File: src/sv/cwpg_pkg.sv
// Package with the shared configuration width constant for the co-occurrence window pair generator.
`default_nettype none

package cwpg_pkg;

  localparam int unsigned CFG_BITS = 5;

endpackage : cwpg_pkg

`default_nettype wire

File: src/sv/cooccurrence_window_pair_generator_top.sv
// Top level of the co-occurrence window pair generator with its window memory.
// The first pair of a request is loaded into the output register from ST_PAIR_A, after the slot is read into rd_q.
// Throughput: a request with n paired slots gives 2*n pairs, one pair per cycle while out_stall_i does not hold
// the output; the single read port of the window memory fetches one slot per two pairs.
// An end marker, a zero window or an empty window is taken in the idle state and gives no pair.
// Reset clears window_size, fill count, replace position and control; the memory is not cleared.
`default_nettype none

module cooccurrence_window_pair_generator_top
  import cwpg_pkg::*;
#(
  parameter int unsigned MAX_WINDOW = 16,
  parameter int unsigned ID_BITS    = 20
) (
  input  wire logic                clk_i,
  input  wire logic                rst_ni,
  input  wire logic                cfg_we_i,
  input  wire logic [CFG_BITS-1:0] cfg_wdata_i,
  input  wire logic                in_valid_i,
  output logic                     in_stall_o,
  input  wire logic [ID_BITS-1:0]  word_id_i,
  output logic                     out_valid_o,
  input  wire logic                out_stall_i,
  output logic [ID_BITS-1:0]       first_id_o,
  output logic [ID_BITS-1:0]       second_id_o,
  output logic                     last_pair_o
);

  localparam int unsigned IDXW = (MAX_WINDOW > 1) ? $clog2(MAX_WINDOW) : 1;
  localparam int unsigned FW   = $clog2(MAX_WINDOW + 1);
  localparam int unsigned CW   = (FW > CFG_BITS) ? FW : CFG_BITS;

  typedef enum logic [1:0] {
    ST_IDLE,
    ST_PAIR_A,
    ST_PAIR_B
  } state_e;

  state_e              state_q;
  logic [CFG_BITS-1:0] ws_q;
  logic [FW-1:0]       fill_q;
  logic [IDXW-1:0]     rep_q;
  logic [IDXW-1:0]     k_q;
  logic [ID_BITS-1:0]  id_q;
  logic [ID_BITS-1:0]  rd_q;
  logic                out_valid_q;
  logic [ID_BITS-1:0]  first_q;
  logic [ID_BITS-1:0]  second_q;
  logic                last_q;

  logic [ID_BITS-1:0] mem [MAX_WINDOW];

  logic [CW-1:0]      ws_ext;
  logic [CW-1:0]      win;
  logic [CW-1:0]      fill_ext;
  logic [CW-1:0]      used;
  logic               fill_free;
  logic [CW-1:0]      rep_pos;
  logic [CW-1:0]      rep_next;
  logic               last_k;
  logic               out_load;
  logic               in_acc;
  logic               push;
  logic               push_last;
  logic [ID_BITS-1:0] push_first;
  logic [ID_BITS-1:0] push_second;
  logic               rd_en;
  logic [IDXW-1:0]    rd_addr;
  logic               commit;
  logic [IDXW-1:0]    wr_addr;
  logic [ID_BITS-1:0] wr_data;
  state_e             state_d;
  logic [IDXW-1:0]    k_d;

  assign ws_ext   = CW'(ws_q);
  assign win      = (ws_ext > CW'(MAX_WINDOW)) ? CW'(MAX_WINDOW) : ws_ext;
  assign fill_ext = CW'(fill_q);
  assign used     = (fill_ext < win) ? fill_ext : win;
  assign fill_free = fill_ext < win;
  assign rep_pos  = (CW'(rep_q) < win) ? CW'(rep_q) : '0;
  assign rep_next = ((rep_pos + CW'(1)) >= win) ? '0 : (rep_pos + CW'(1));
  assign last_k   = (CW'(k_q) + CW'(1)) == used;
  assign wr_addr  = fill_free ? fill_q[IDXW-1:0] : rep_pos[IDXW-1:0];

  assign out_load   = !out_valid_q || !out_stall_i;
  assign in_stall_o = state_q != ST_IDLE;
  assign in_acc     = in_valid_i && (state_q == ST_IDLE);

  always_comb begin
    state_d     = state_q;
    k_d         = k_q;
    push        = 1'b0;
    push_last   = 1'b0;
    push_first  = id_q;
    push_second = rd_q;
    rd_en       = 1'b0;
    rd_addr     = k_q;
    commit      = 1'b0;
    wr_data     = id_q;
    case (state_q)
      ST_IDLE: begin
        wr_data = word_id_i;
        if (in_acc && (word_id_i != '0) && (win != '0)) begin
          if (used == '0) begin
            commit = 1'b1;
          end else begin
            rd_en   = 1'b1;
            rd_addr = '0;
            k_d     = '0;
            state_d = ST_PAIR_A;
          end
        end
      end
      ST_PAIR_A: begin
        if (out_load) begin
          push    = 1'b1;
          state_d = ST_PAIR_B;
        end
      end
      ST_PAIR_B: begin
        push_first  = rd_q;
        push_second = id_q;
        if (out_load) begin
          push      = 1'b1;
          push_last = last_k;
          if (last_k) begin
            commit  = 1'b1;
            state_d = ST_IDLE;
          end else begin
            rd_en   = 1'b1;
            rd_addr = k_q + IDXW'(1);
            k_d     = k_q + IDXW'(1);
            state_d = ST_PAIR_A;
          end
        end
      end
      default: begin
        state_d = ST_IDLE;
      end
    endcase
  end

  always_ff @(posedge clk_i) begin
    if (commit) begin
      mem[wr_addr] <= wr_data;
    end
    if (rd_en) begin
      rd_q <= mem[rd_addr];
    end
  end

  always_ff @(posedge clk_i or negedge rst_ni) begin
    if (!rst_ni) begin
      state_q     <= ST_IDLE;
      ws_q        <= '0;
      fill_q      <= '0;
      rep_q       <= '0;
      k_q         <= '0;
      id_q        <= '0;
      out_valid_q <= 1'b0;
      first_q     <= '0;
      second_q    <= '0;
      last_q      <= 1'b0;
    end else begin
      state_q <= state_d;
      k_q     <= k_d;
      if (cfg_we_i) begin
        ws_q <= cfg_wdata_i;
      end
      if (in_acc) begin
        id_q <= word_id_i;
        if (word_id_i == '0) begin
          fill_q <= '0;
          rep_q  <= '0;
        end
      end
      if (commit) begin
        if (fill_free) begin
          fill_q <= fill_q + FW'(1);
        end else begin
          rep_q <= rep_next[IDXW-1:0];
        end
      end
      if (out_load) begin
        out_valid_q <= push;
        first_q     <= push_first;
        second_q    <= push_second;
        last_q      <= push_last;
      end
    end
  end

  assign out_valid_o = out_valid_q;
  assign first_id_o  = first_q;
  assign second_id_o = second_q;
  assign last_pair_o = last_q;

  a_fill_bound: assert property (@(posedge clk_i) disable iff (!rst_ni)
    CW'(fill_q) <= CW'(MAX_WINDOW))
    else $error("fill count exceeds the window depth");

  a_slot_in_range: assert property (@(posedge clk_i) disable iff (!rst_ni)
    (state_q == ST_PAIR_A || state_q == ST_PAIR_B) |-> (CW'(k_q) < used))
    else $error("slot index beyond the paired slots");

  a_ids_nonzero: assert property (@(posedge clk_i) disable iff (!rst_ni)
    out_valid_o |-> (first_id_o != '0) && (second_id_o != '0))
    else $error("pair carries a sentence end id");

  a_last_ends: assert property (@(posedge clk_i) disable iff (!rst_ni)
    (push && out_load && push_last) |=> (state_q == ST_IDLE))
    else $error("sequencer busy after the last pair");

endmodule : cooccurrence_window_pair_generator_top

`default_nettype wire
File: config.mk
export PLATFORM = sky130hd
export DESIGN_NAME = cooccurrence_window_pair_generator_top
export DESIGN_NICKNAME = d
export VERILOG_FILES = /design/src/sv/cwpg_pkg.sv /design/src/sv/cooccurrence_window_pair_generator_top.sv
export SDC_FILE = /design/constraint.sdc
export NUM_CORES = 1
export LEC_CHECK = 0
export BUFFER_PORTS_ARGS = -buffer_cell sky130_fd_sc_hd__buf_2
export CORE_ASPECT_RATIO = 1.2
export CORE_UTILIZATION = 60
export CTS_CLUSTER_DIAMETER = 60
export CTS_CLUSTER_SIZE = 25
export DETAILED_ROUTE_END_ITERATION = 8
export GPL_TIMING_DRIVEN = 0
export PLACE_DENSITY_LB_ADDON = 0.05
export SLEW_MARGIN = 20
export SYNTH_ARGS = -nofsm -noshare
export SYNTH_HDL_FRONTEND = slang
export SYNTH_SLANG_ARGS = --single-unit
File: constraint.sdc
create_clock -name clk_i -period 5.3 [get_ports clk_i]
set_input_delay 1.06 -clock clk_i [delete_from_list [all_inputs] [get_ports clk_i]]
set_output_delay 1.06 -clock clk_i [all_outputs]
set_load 0.05 [all_outputs]
* Word-level counts from Yosys, hierarchy flattened
Memories as Yosys holds them, arrays and structs flattened. A register that Yosys moved wholly into a read port is not among the register bits.
Index checks and enable logic that the tools add are counted.
** Storage, ports and cells
- Bits in registers :: 82
- Latch bits :: 0
- RAM bits :: 320
- Memory bits (read-only) :: 0
- Bits of input ports :: 30
- Output and inout bits :: 43
- Logic and storage cells :: 81
- Memories kept :: 1
** Cells by class
- $add $sub $neg :: 4
- $mul :: 0
- Div/mod/pow operators :: 0
- Order comparisons :: 4
- Equal/unequal tests :: 7
- Shifts and indexed selects :: 0
- Mux-type cells :: 41
- Bitwise gates (word level) :: 0
- Reduce and logical (&&, ||, !) cells :: 14
** Memory list
- mem :: words 16, bits a word 20, rd ports 1, clocked after memory_dff 1, write ports 1, RTL line cooccurrence_window_pair_generator_top.sv:51 : logic [ID_BITS-1:0] mem [MAX_WINDOW];
** Operators by type and width (number)
- 2-to-1 mux 20 bit :: 3
- 2-to-1 mux 4 bit :: 11
- 2-to-1 mux 5 bit :: 6
- zero test 20 bit :: 1
- nonzero test 20 bit :: 1
- 2-to-1 mux 1 bit :: 13
- adder 4 x 1 -> 5 bit, second input constant :: 2
- 2-to-1 mux 2 bit :: 4
- case mux 4 bit (2 select lines) :: 1
- != test 2 bit, second input constant :: 3
- case mux 2 bit (3 select lines) :: 1
- adder 5 x 1 -> 5 bit, second input constant :: 1
- equality test 5 bit :: 1
- >= comparator 5 bit :: 1
- > comparator 5 bit, second input constant :: 1
- zero test 5 bit :: 1
- less-than comparator 4 x 5 -> 1 bit :: 1
- less-than comparator 5 bit :: 1
- nonzero test 5 bit :: 1
- adder 4 x 1 -> 4 bit, second input constant :: 1
- case mux 1 bit (2 select lines) :: 2
- AND reduction 4 bit :: 1
- logical AND 1 bit :: 3
- equality test 2 x 1 -> 1 bit, second input constant :: 1
- 7 further kinds :: 8

* Logic depth before layout (Yosys ltp)
- Word-level depth :: 10
- Mapped depth :: 16
- Mapped depth without buffers :: 16

* Worst setup path before layout
No wires, ideal clock.
- Path type :: register to register
- From :: register ws_q[4], in the netlist ws_ext[4]
- To :: memory mem[7][0], enable pin
- Setup time :: 0.399 ns
- Arrival :: 4.185 ns
- Required time :: 4.901 ns
- Path slack :: 0.716 ns
- Cell stages (with the launch flop) :: 13
- Path buffers :: 0
- Period minus slack after synthesis :: 4.584 ns
- Cell sequence :: dfrtp_1 > inv_1 > nand2_1 > ha_1 > a41o_1 > a21oi_2 > a21oi_1 > or3_4 > a211o_1 > nor4_1 > nor2_1 > or3b_2 > nor2b_1
** Between the ends
- Word-level cells in the longest chain between the ends :: 10
- Elaborated cells between the ends (all ways) :: 18
- Classes of those cells :: 3 x order compare; 1 x eq/ne; 11 x mux; 3 x reduce/logical
** Ends and longest elaborated chain
- from (decl) :: RTL line cooccurrence_window_pair_generator_top.sv:40 : logic [CFG_BITS-1:0] ws_q;
- from (signal assigned) :: RTL line cooccurrence_window_pair_generator_top.sv:168 : ws_q <= cfg_wdata_i;
- > comparator 5 bit :: RTL line cooccurrence_window_pair_generator_top.sv:76 : assign win = (ws_ext > CW'(MAX_WINDOW)) ? CW'(MAX_WINDOW) : ws_ext;
- 2-to-1 mux 5 bit (*) :: RTL line cooccurrence_window_pair_generator_top.sv:76
- less-than comparator 5 bit :: RTL line cooccurrence_window_pair_generator_top.sv:78, cooccurrence_window_pair_generator_top.sv:79
- 2-to-1 mux 5 bit :: RTL line cooccurrence_window_pair_generator_top.sv:78 : assign used = (fill_ext < win) ? fill_ext : win;
- equality test 5 bit / zero test 5 bit (equally long branches) :: RTL line cooccurrence_window_pair_generator_top.sv:82, cooccurrence_window_pair_generator_top.sv:104
- 2-to-1 mux 1 bit (on tied branches) :: RTL line cooccurrence_window_pair_generator_top.sv:126, cooccurrence_window_pair_generator_top.sv:104
- 2-to-1 mux 1 bit (on tied branches) :: RTL line cooccurrence_window_pair_generator_top.sv:123, cooccurrence_window_pair_generator_top.sv:103
- case mux 1 bit (2 select lines) :: RTL line cooccurrence_window_pair_generator_top.sv:100 : case (state_q)
- 2-to-1 mux 1 bit :: RTL line cooccurrence_window_pair_generator_top.sv:144 : if (commit) begin
- 2-to-1 mux 1 bit (not written as such) :: RTL line cooccurrence_window_pair_generator_top.sv:145 : mem[wr_addr] <= wr_data;
- to (decl) :: RTL line cooccurrence_window_pair_generator_top.sv:51
Every way passes the cells marked *; elsewhere a longest branch is shown, timed or not.

* Worst setup path in the final report
- From :: register ws_q[4], in the netlist ws_ext[4]
- To :: memory mem[11][5], enable pin
The elaborated chain is that of the path after synthesis.

==> reports/results.ini <==
[run_status]
outcome=finished, final reports clean

[die]
design.core.area_mm2=0.02893
floorplan.initialDensity=0.6123
floorplan.die_area_mm2=0.03021
top_level_ports=73
die_y_extent_um=190.2
num_rows=68
dieWidth_um=158.8

[timing]
slew_headroom=0.2562
rsz_0062_raised_after_global_routing=no
setup_total_negative_slack_ns=0
max_transition_viols_final=0
clock_skew_ns=0.02008
final-setup-viol-count=0
final.min_clock_period_ns=4.885
period_share=0.9217
worst-slew-pin-transition_ns=1.106
hold_violations=0
fmax_achieved_ghz=0.2047
final.hold.worst_slack_ns=0.4743

[detailed_routing]
drt.antenna.violating_nets=0
remaining_drc_errors=0
detailedRoute.firstPassIterationCount=5
vias_per_cell=6.096
violation_count_after_the_first_detailed_route_iteration=1013
wire_per_inst_um=21.55
vias=10630
detail_route.wirelength_um=37570

[power_and_ir_drop]
power.leakage_uw=0.007202
power.density_cell_area_mw_per_mm2=648.1
design_power_total_uw=12830
power.ir.vdd_worst_uv=388.8

[setup_path]
path_max_fanout=13
worstSetupPathType=reg2reg
worst_setup_path_end_kind=flip-flop
required_ns=5.57
crit_end=mem[11][5]
start_kind=flip-flop
worstSetupStartpoint=ws_ext[4]
reg2reg_to=mem[11][5]
regToRegStartpoint=ws_ext[4]
ff2ff_path_depth=13
cp.arrival_ns=5.15
r2r_slack_ns=0.41

[finish]
syn2layout_area_growth_pct=11.81
final_net_count=1386
layout-drive-gt1-share=0.1878
final_cell_mix=sky130_fd_sc_hd__edfxtp_1 (340), sky130_fd_sc_hd__nand2_1 (138), sky130_fd_sc_hd__mux2i_1 (120), sky130_fd_sc_hd__buf_2 (96), sky130_fd_sc_hd__a21oi_1 (89)
final_common_cell=sky130_fd_sc_hd__edfxtp_1
final_standard_cell_count_with_taps_included_and_fillers_excluded=1743
final.fill_count=2035
diodes=0
postLayoutCellArea_mm2=0.01980

[synthesis]
post_synth_inst_count=1219
number_of_synthesized_flops_with_an_enable_pin=340
synth_seq_area_share=0.6923
synth.avg_cell_area_um2=14.53
ys_seq_elements=422
netlist.area_leader.share=0.5764
netlist_top_cells_area=sky130_fd_sc_hd__edfxtp_1 (58%), sky130_fd_sc_hd__dfrtp_1 (12%), sky130_fd_sc_hd__mux2i_1 (6.8%)
yosys.area.top_type=sky130_fd_sc_hd__edfxtp_1
asyncSetResetFlopFracSynth=0.1943
netlist_area_before_placement_mm2=0.01771
yosysWarningCount=0
yosys.cell_types.count=62
synth_nets=1269
synth-main-ff-cell=sky130_fd_sc_hd__edfxtp_1

[placed_design]
placed_cells=1691
hpwl_um=26860
io_buffer_count=72
detailed_place.area_mm2=0.01880
final_wtd_congestion=0.8188

[grt]
grt_first_pass_wirelength_um=58570
grt_usage=0.2518
grt_pass1_vias=10490
number_of_antenna_violations_at_the_first_check_in_global_routing=0
grt_remaining_overflow=0
pin_count_of_the_biggest_net_entering_global_routing=44

[job]
max_cap_violations=0

[cts]
worstSkewPairLatency_ns=0.57
root_buffer_selected_by_cts=sky130_fd_sc_hd__clkbuf_16
tritoncts.num_buffers=28
cts_tree=yes
numClockSinks=422
cts_post_setup_buffers_inserted=0
cts-root-to-sink-buffers=3
cts_max_level=1
clk_pin_slew_worst_paths_ns=0.08

[hold_path]
min-delay-path-class=reg2reg
hold_path_depth=1

-- cell type report --
type,instances,area [um^2],share of cell area
flip-flops and latches,422,12260,0.6192
multi-input cells,712,5116,0.2583
clock buffers,31,754.5,0.03810
repair buffers,87,544.3,0.02748
well taps,385,481.7,0.02432
plain buffers,74,357.8,0.01807
clock inverters,21,246.5,0.01245
inverters,11,41.29,0.002085
-- state kept, by name (all words and copies together), names as in the netlist --
register     flops
id_q            20
first_id_o      20
mem            320
state_q          2
rd_q            20
rep_q            4
out_valid_o      1
second_id_o     20
ws_ext           5
last_pair_o      1
fill_ext         5
k_q              4
-- routing by layer --
metal,global-route usage,share of wire
met1,0.3541,0.44
met2,0.4170,0.48
met3,0.03610,0.062
met4,0.06311,0.018
met5,0,0
-- through the flow --
stage / worst slack, ns / util
after detailed placement: 0.2866 / 0.6498
final: 0.4148 / 0.6846
after floorplan: 0.7156 / -
after CTS: 0.2535 / 0.6844
after global routing: 0.1620 / 0.6846
after global placement: -0.5746 / 0.6414
-- synthesized netlist by cell type, types with 10 or more instances --
cell type / n
sky130_fd_sc_hd__edfxtp_1: 340
sky130_fd_sc_hd__nand2_1: 138
sky130_fd_sc_hd__mux2i_1: 120
sky130_fd_sc_hd__a21oi_1: 89
sky130_fd_sc_hd__dfrtp_1: 82
sky130_fd_sc_hd__a221oi_1: 80
sky130_fd_sc_hd__o21ai_0: 57
sky130_fd_sc_hd__mux2_2: 47
sky130_fd_sc_hd__clkbuf_1: 35
sky130_fd_sc_hd__nor2_1: 26
sky130_fd_sc_hd__buf_2: 25
sky130_fd_sc_hd__or4_1: 23
sky130_fd_sc_hd__ha_1: 20
sky130_fd_sc_hd__nand3_1: 13
sky130_fd_sc_hd__inv_1: 10
-- kinds of logic after synthesis --
family | count (synthesis) | synth area share
multiplexers | 167 | 0.09770
flip-flops | 422 | 0.6923
adder cells (fa/ha/maj) | 20 | 0.01413
XOR/XNOR | 6 | 0.002967
AO/OA/AOI/OAI | 271 | 0.1036
buffers and inverters | 85 | 0.02253
AND/OR/NAND/NOR | 248 | 0.06683
-- where the power goes --
group / switching [uW] / total [uW] / internal, uW
Clock: 1210 / 2350 / 1130
Combinational: 3780 / 5590 / 1810
Sequential: 286 / 4900 / 4610
-- critical path, stage by stage (launching register included) --
cell                      delay (ns)
sky130_fd_sc_hd__dfrtp_1        0.50
sky130_fd_sc_hd__inv_1          0.16
sky130_fd_sc_hd__nand2_1        0.17
sky130_fd_sc_hd__ha_1           0.36
sky130_fd_sc_hd__a41o_1         0.26
sky130_fd_sc_hd__a21oi_2        0.25
sky130_fd_sc_hd__a21oi_1        0.13
sky130_fd_sc_hd__or3_4          0.40
sky130_fd_sc_hd__a211o_1        0.37
sky130_fd_sc_hd__nor4_2         0.42
sky130_fd_sc_hd__nor2_1         0.22
sky130_fd_sc_hd__or3b_2         0.62
sky130_fd_sc_hd__nor2_2         0.46
sky130_fd_sc_hd__buf_6          0.26
-- worst min-delay path by stage --
stage,start,to,slack (ns)
after floorplan,ws_ext[3],ws_ext[3],0.49
after global placement,first_id_o[9],first_id_o[9],0.45
after detailed placement,last_pair_o,last_pair_o,0.46
after CTS,last_pair_o,last_pair_o,0.48
after global routing,last_pair_o,last_pair_o,0.50
final,last_pair_o,last_pair_o,0.47
-- what timing repair did --
action / in CTS / in global routing
hold buffers: 0 / 0
setup endpoints to repair: 0 / 46
resized for setup: 0 / 1
Power figures use the tool's default switching activity.
